<file path="config.mk">
export PLATFORM = sky130hd
export DESIGN_NAME = field_position_command_parser
export DESIGN_NICKNAME = d
export VERILOG_FILES = /design/src/rtl/fpc_pkg.sv /design/src/rtl/field_position_command_parser.sv
export SDC_FILE = /design/constraint.sdc
export NUM_CORES = 1
export LEC_CHECK = 0
export CAP_MARGIN = 40
export CORE_ASPECT_RATIO = 0.5
export CORE_MARGIN = 8
export CORE_UTILIZATION = 60
export CTS_CLUSTER_DIAMETER = 100
export DETAILED_ROUTE_END_ITERATION = 7
export DONT_BUFFER_PORTS = 1
export PLACE_DENSITY = 0.8
export SYNTH_ARGS = -nofsm -noshare
export SYNTH_HDL_FRONTEND = slang
export SYNTH_SLANG_ARGS = --single-unit
</file>
<file path="constraint.sdc">
create_clock -name clk -period 4.8 [get_ports clk]
set_clock_uncertainty 0.2 [all_clocks]
set_input_delay 0.96 -clock clk [delete_from_list [all_inputs] [get_ports clk]]
set_output_delay 0.96 -clock clk [all_outputs]
set_load 0.005 [all_outputs]
</file>
<file path="src/rtl/fpc_pkg.sv">
// ----------------------------------------------------------------------------
// fpc_pkg
// Types and codes shared by the field position command parser.
// ----------------------------------------------------------------------------
`timescale 1ns / 1ps
`default_nettype none

package fpc_pkg;

  localparam int INDEX_BITS_DEFAULT = 16;

  localparam logic [3:0] KIND_SEND = 4'h0;
  localparam logic [3:0] KIND_SKIP = 4'h1;

  localparam logic [3:0] LEN_NONE = 4'd0;
  localparam logic [3:0] LEN_BYTE = 4'd1;
  localparam logic [3:0] LEN_HALF = 4'd2;
  localparam logic [3:0] LEN_WORD = 4'd4;

  localparam logic [2:0] ST_OK              = 3'd0;
  localparam logic [2:0] ST_BAD_LENGTH      = 3'd1;
  localparam logic [2:0] ST_BAD_KIND        = 3'd2;
  localparam logic [2:0] ST_SEND_NOT_ONE    = 3'd3;
  localparam logic [2:0] ST_TOO_MANY_LEVELS = 3'd4;
  localparam logic [2:0] ST_TRUNCATED       = 3'd5;

  localparam logic [1:0] LEVEL_TOP = 2'd0;
  localparam logic [1:0] LEVEL_SUB = 2'd1;
  localparam logic [1:0] LEVEL_MAX = 2'd2;

  typedef struct packed {
    logic [7:0] data_byte;
    logic       frame_last;
  } request_t;

  typedef struct packed {
    logic [15:0] field_index;
    logic [15:0] subfield_index;
    logic [2:0]  status;
  } result_t;

endpackage

`default_nettype wire

</file>
<file path="src/rtl/field_position_command_parser.sv">
// ----------------------------------------------------------------------------
// field_position_command_parser
// Parses a request frame of header/parameter commands one byte at a time
// and reports the field and sub-field positions with a status per frame.
// ----------------------------------------------------------------------------
// Takes one request byte per cycle. A result appears in the result register in
// the cycle after the byte marked frame_last is accepted; the parser state is
// cleared in the same cycle, so the first byte of the next frame may follow
// at once. The request side stalls only while a finished result is held and
// its own consumer stalls. Indices are INDEX_BITS wide and reported in their
// low 16 bits.
`timescale 1ns / 1ps
`default_nettype none

module field_position_command_parser #(
  parameter int INDEX_BITS = fpc_pkg::INDEX_BITS_DEFAULT
) (
  input  wire logic             clk,
  input  wire logic             rst,
  input  wire logic             request_valid,
  output logic                  request_stall,
  input  wire fpc_pkg::request_t request,
  output logic                  result_valid,
  input  wire logic             result_stall,
  output fpc_pkg::result_t      result
);

  import fpc_pkg::*;

  logic [2:0]            bytes_left,      bytes_left_next;
  logic [3:0]            command_kind,    command_kind_next;
  logic [31:0]           parameter_value, parameter_value_next;
  logic [1:0]            byte_shift,      byte_shift_next;
  logic [1:0]            level,           level_next;
  logic [INDEX_BITS-1:0] field_acc,       field_acc_next;
  logic [INDEX_BITS-1:0] subfield_acc,    subfield_acc_next;
  logic [2:0]            error_code,      error_code_next;

  logic                  req_acc;
  logic                  exec_en;
  logic [3:0]            exec_kind;
  logic [31:0]           exec_value;
  logic [3:0]            hdr_len;
  logic [2:0]            final_status;
  logic [31:0]           field_wide;
  logic [31:0]           subfield_wide;

  assign request_stall = result_valid && result_stall;
  assign req_acc       = request_valid && !request_stall;
  assign hdr_len       = request.data_byte[3:0];

  always_comb begin
    bytes_left_next      = bytes_left;
    command_kind_next    = command_kind;
    parameter_value_next = parameter_value;
    byte_shift_next      = byte_shift;
    level_next           = level;
    field_acc_next       = field_acc;
    subfield_acc_next    = subfield_acc;
    error_code_next      = error_code;
    exec_en              = 1'b0;
    exec_kind            = command_kind;
    exec_value           = parameter_value;

    if (error_code == ST_OK) begin
      if (bytes_left == 3'd0) begin
        command_kind_next    = request.data_byte[7:4];
        parameter_value_next = '0;
        byte_shift_next      = '0;
        exec_kind            = request.data_byte[7:4];
        exec_value           = '0;
        if (!(hdr_len inside {LEN_NONE, LEN_BYTE, LEN_HALF, LEN_WORD})) begin
          error_code_next = ST_BAD_LENGTH;
        end else if (hdr_len == LEN_NONE) begin
          exec_en = 1'b1;
        end else begin
          bytes_left_next = hdr_len[2:0];
        end
      end else begin
        parameter_value_next = parameter_value
                             | (32'(request.data_byte) << {byte_shift, 3'b000});
        byte_shift_next      = byte_shift + 2'd1;
        bytes_left_next      = bytes_left - 3'd1;
        exec_value           = parameter_value_next;
        exec_en              = (bytes_left == 3'd1);
      end
    end

    if (exec_en) begin
      case (exec_kind)
        KIND_SKIP: begin
          if (level == LEVEL_TOP) begin
            field_acc_next = field_acc + exec_value[INDEX_BITS-1:0];
          end else if (level == LEVEL_SUB) begin
            subfield_acc_next = subfield_acc + exec_value[INDEX_BITS-1:0];
          end
        end
        KIND_SEND: begin
          if (exec_value != 32'd1) begin
            error_code_next = ST_SEND_NOT_ONE;
          end else if (level >= LEVEL_MAX) begin
            error_code_next = ST_TOO_MANY_LEVELS;
          end else begin
            level_next = level + 2'd1;
          end
        end
        default: begin
          error_code_next = ST_BAD_KIND;
        end
      endcase
    end

    final_status = error_code_next;
    if (error_code_next == ST_OK && bytes_left_next != 3'd0) begin
      final_status = ST_TRUNCATED;
    end
  end

  assign field_wide    = 32'(field_acc_next);
  assign subfield_wide = 32'(subfield_acc_next);

  always_ff @(posedge clk) begin
    if (rst) begin
      bytes_left      <= '0;
      command_kind    <= '0;
      parameter_value <= '0;
      byte_shift      <= '0;
      level           <= '0;
      field_acc       <= '0;
      subfield_acc    <= '0;
      error_code      <= ST_OK;
      result_valid    <= 1'b0;
    end else begin
      if (!request_stall) begin
        result_valid <= 1'b0;
      end
      if (req_acc) begin
        if (request.frame_last) begin
          bytes_left      <= '0;
          command_kind    <= '0;
          parameter_value <= '0;
          byte_shift      <= '0;
          level           <= '0;
          field_acc       <= '0;
          subfield_acc    <= '0;
          error_code      <= ST_OK;
          result_valid    <= 1'b1;
        end else begin
          bytes_left      <= bytes_left_next;
          command_kind    <= command_kind_next;
          parameter_value <= parameter_value_next;
          byte_shift      <= byte_shift_next;
          level           <= level_next;
          field_acc       <= field_acc_next;
          subfield_acc    <= subfield_acc_next;
          error_code      <= error_code_next;
        end
      end
    end
  end

  always_ff @(posedge clk) begin
    if (req_acc && request.frame_last) begin
      result.field_index    <= field_wide[15:0];
      result.subfield_index <= subfield_wide[15:0];
      result.status         <= final_status;
    end
  end

  a_last_gives_result: assert property (@(posedge clk) disable iff (rst)
    req_acc && request.frame_last |=> result_valid)
    else $error("frame end did not produce a result");

  a_error_sticks: assert property (@(posedge clk) disable iff (rst)
    req_acc && !request.frame_last && error_code != ST_OK
      |=> error_code == $past(error_code))
    else $error("held error changed within a frame");

  a_level_bound: assert property (@(posedge clk) disable iff (rst)
    level <= LEVEL_MAX && bytes_left <= 3'd4)
    else $error("level or byte count out of range");

  a_stalled_result_held: assert property (@(posedge clk) disable iff (rst)
    result_valid && result_stall |-> !req_acc)
    else $error("request taken while result stalled");

endmodule

`default_nettype wire
</file>
==> run metrics <==
status finished, final reports clean; Slew headroom 39.42%; CP endpoint kind flop; die height 88.40 um; Die X 160.8 um; startpoint class of the critical path flop; core area 0.01021 mm^2; cell accounting for the most synthesized area dfxtp_1; unrepaired setup endpoints after global routing no; Pwr Total 0.002479 W; first-pass GRT wire length 26.74 mm; CTS tree yes; WL final 16.62 mm; Num CTS Buffers 17; post-route insts no fill 865; Synth async-reset ratio 0%; WS Path Type reg -> reg; initial antenna violation count 0; Leak 2.654 nW; crit path max fanout 12; Worst-path clk slew 60 ps; post-synthesis cell count 724; share of layout cells above drive strength 1 7.862%; Slew @ Worst Pin 907.7 ps; #FFs+latches synth 114; drt drc 0; Final ANT Viol Nets 0; Clock Path Buffers 2; # rows 26; PD cells 354.3 mW/mm^2; mean routed wirelength per cell 19.22 um; Overflow after GRT 0; Die Area 0.01421 mm^2; post-synth top area share 25.14%; insertion delay to the later sink of the worst-skew pair 420 ps; Ys Warns 0; post-detail-place hpwl 11.11 mm; Initial Util 61.58%; Synth Net Count 777; Multi-input gate area 0.003438 mm^2; synth cell count leaders nor2_1, dfxtp_1, nand2_1; Layout area overhead 11.22%; root buf cell clkbuf_16; largest net degree at the start of global routing 64; Cell Area, Synth 0.006290 mm^2; Final Max Tran Viols 0; register area share after synthesis 41.85%; Final nets 765; setup ws final 329.4 ps; Tmin final 4471 ps; H-tree depth 4; placed cell count 833; CP Data Arrival Time 4580 ps; Max-cap violations 0; EDFF count, synth 35; Setup Slack @ Placement 424.1 ps; Primary FF master, synth dfxtp_1; top-count cell post-synth nor2_1; number of I/O pins 50; Routability Congestion 0.9367; port buffer count 0; peak supply drop 0.2626 mV; post-cts sizing count 0; required time at the worst-slack endpoint 4910 ps; synthesized area per cell 8.688 um^2; Hold Path Cell Cnt 2; Distinct cells, synth 58; Fin Setup TNS 0 ps; postcts setup bufs 0; dominant cells by area after synthesis dfxtp_1, edfxtp_1, ha_1; ant diodes 0; DR iter-0 viols 583; CP max stage cell nor4b_1; vias in the first global route 5280; # setup viols final 0; hold bufs inserted after CTS 0; fmax 223.7 MHz; r2r worst-path depth 13; Total GRT Usage 23.65%; Period Utilization, post-route 93.14%; number of fill cells 805; Hold Path Class reg -> reg; CTS Sinks 114; vias per cell 6.526; Sequential Area 0.002633 mm^2; Critical Path Max Stage Delay 610 ps; via count 5645; Detailed Routing Iterations Pass 1 6; Cell Chain, Critical Path or3_4 > nor3_2 > a21oi_1 > nor2_1 > ha_1 > a211oi_1 > o211ai_1 > nand2_1 > a311oi_1 > o2111ai_1 > nor4b_1 > nor4_2 > a211o_1; final hold vios 0
==> cells by family (layout without fill, tap and decap cells) <==
kind of cell | after synthesis | after routing | share of synthesized area, %
flops | 114 | 114 | 41.85
buf+inv | 58 | 59 | 3.521
simple gates | 268 | 268 | 19.85
xor+xnor | 25 | 25 | 3.481
fa+ha+maj | 40 | 40 | 8.196
mux | 9 | 9 | 1.532
compound gates | 210 | 210 | 21.56
==> critical path, delay by kind of cell (launching register included) <==
family / cells / cell delay (ps)
AO/OA/AOI/OAI: 6 / 1290
adder cells (fa/ha/maj): 1 / 340
flip-flops: 1 / 350
AND/OR/NAND/NOR: 6 / 2190
==> stage by stage <==
step	util [%]	hold slack (ps)	cell area (um^2)
after floorplan	-	237.1	6290
after global placement	62.36	248.2	6370
after detailed placement	62.51	261.9	6385
after CTS	68.48	273.8	6995
after global routing	68.48	290.7	6995
final	68.48	267.7	6995
==> layout make-up <==
cell class	instances	share of cell area (%)
sequential	114	37.63
clock inverter	8	1.377
multi-input combinational	552	49.15
inverter	19	1.019
tap	140	2.504
timing repair buffer	8	0.9658
clock buffer	24	7.351
==> flip-flops by register name, indices dropped and copies added, names as in the netlist <==
signal	cells
command_kind	4
field_acc	16
byte_shift	2
parameter_value	32
level	2
error_code	3
result	35
bytes_left	3
subfield_acc	16
result_valid	1
==> placed cells by master (no fill, tap or decap), types with 11 or more instances in the layout <==
| master | count |
|---|---|
| nand2_1 | 61 |
| a22oi_1 | 38 |
| dfxtp_1 | 79 |
| inv_1 | 19 |
| clkbuf_16 | 19 |
| ha_1 | 38 |
| nor2_1 | 125 |
| a21oi_1 | 60 |
| nor3_1 | 18 |
| xnor2_1 | 12 |
| edfxtp_1 | 35 |
| nor4_1 | 11 |
| o21ai_0 | 35 |
| xor2_1 | 13 |
| a31oi_1 | 13 |
==> report_power, final <==
group	switching, W	total (W)	internal (W)
Sequential	0.0000106	0.00102	0.00101
Clock	0.000445	0.00130	0.000850
Combinational	0.000111	0.000164	0.0000529
Total	0.000567	0.00248	0.00191
==> routing by layer <==
layer	share of wire, %	track usage [%]
met1	44	30.80
met2	44	37.77
met3	10	6.035
met4	1.8	8.674
met5	0	0
==> path summary, 6_finish.rpt <==
check                      startpoint                  end  slack (ps)
hold reg to reg   parameter_value[23]  parameter_value[23]         270
setup / recovery        error_code[0]     subfield_acc[15]         330
hold / removal    parameter_value[23]  parameter_value[23]         270
setup reg to reg        error_code[0]     subfield_acc[15]         330
No activity file was read; power rests on OpenSTA's default activity.
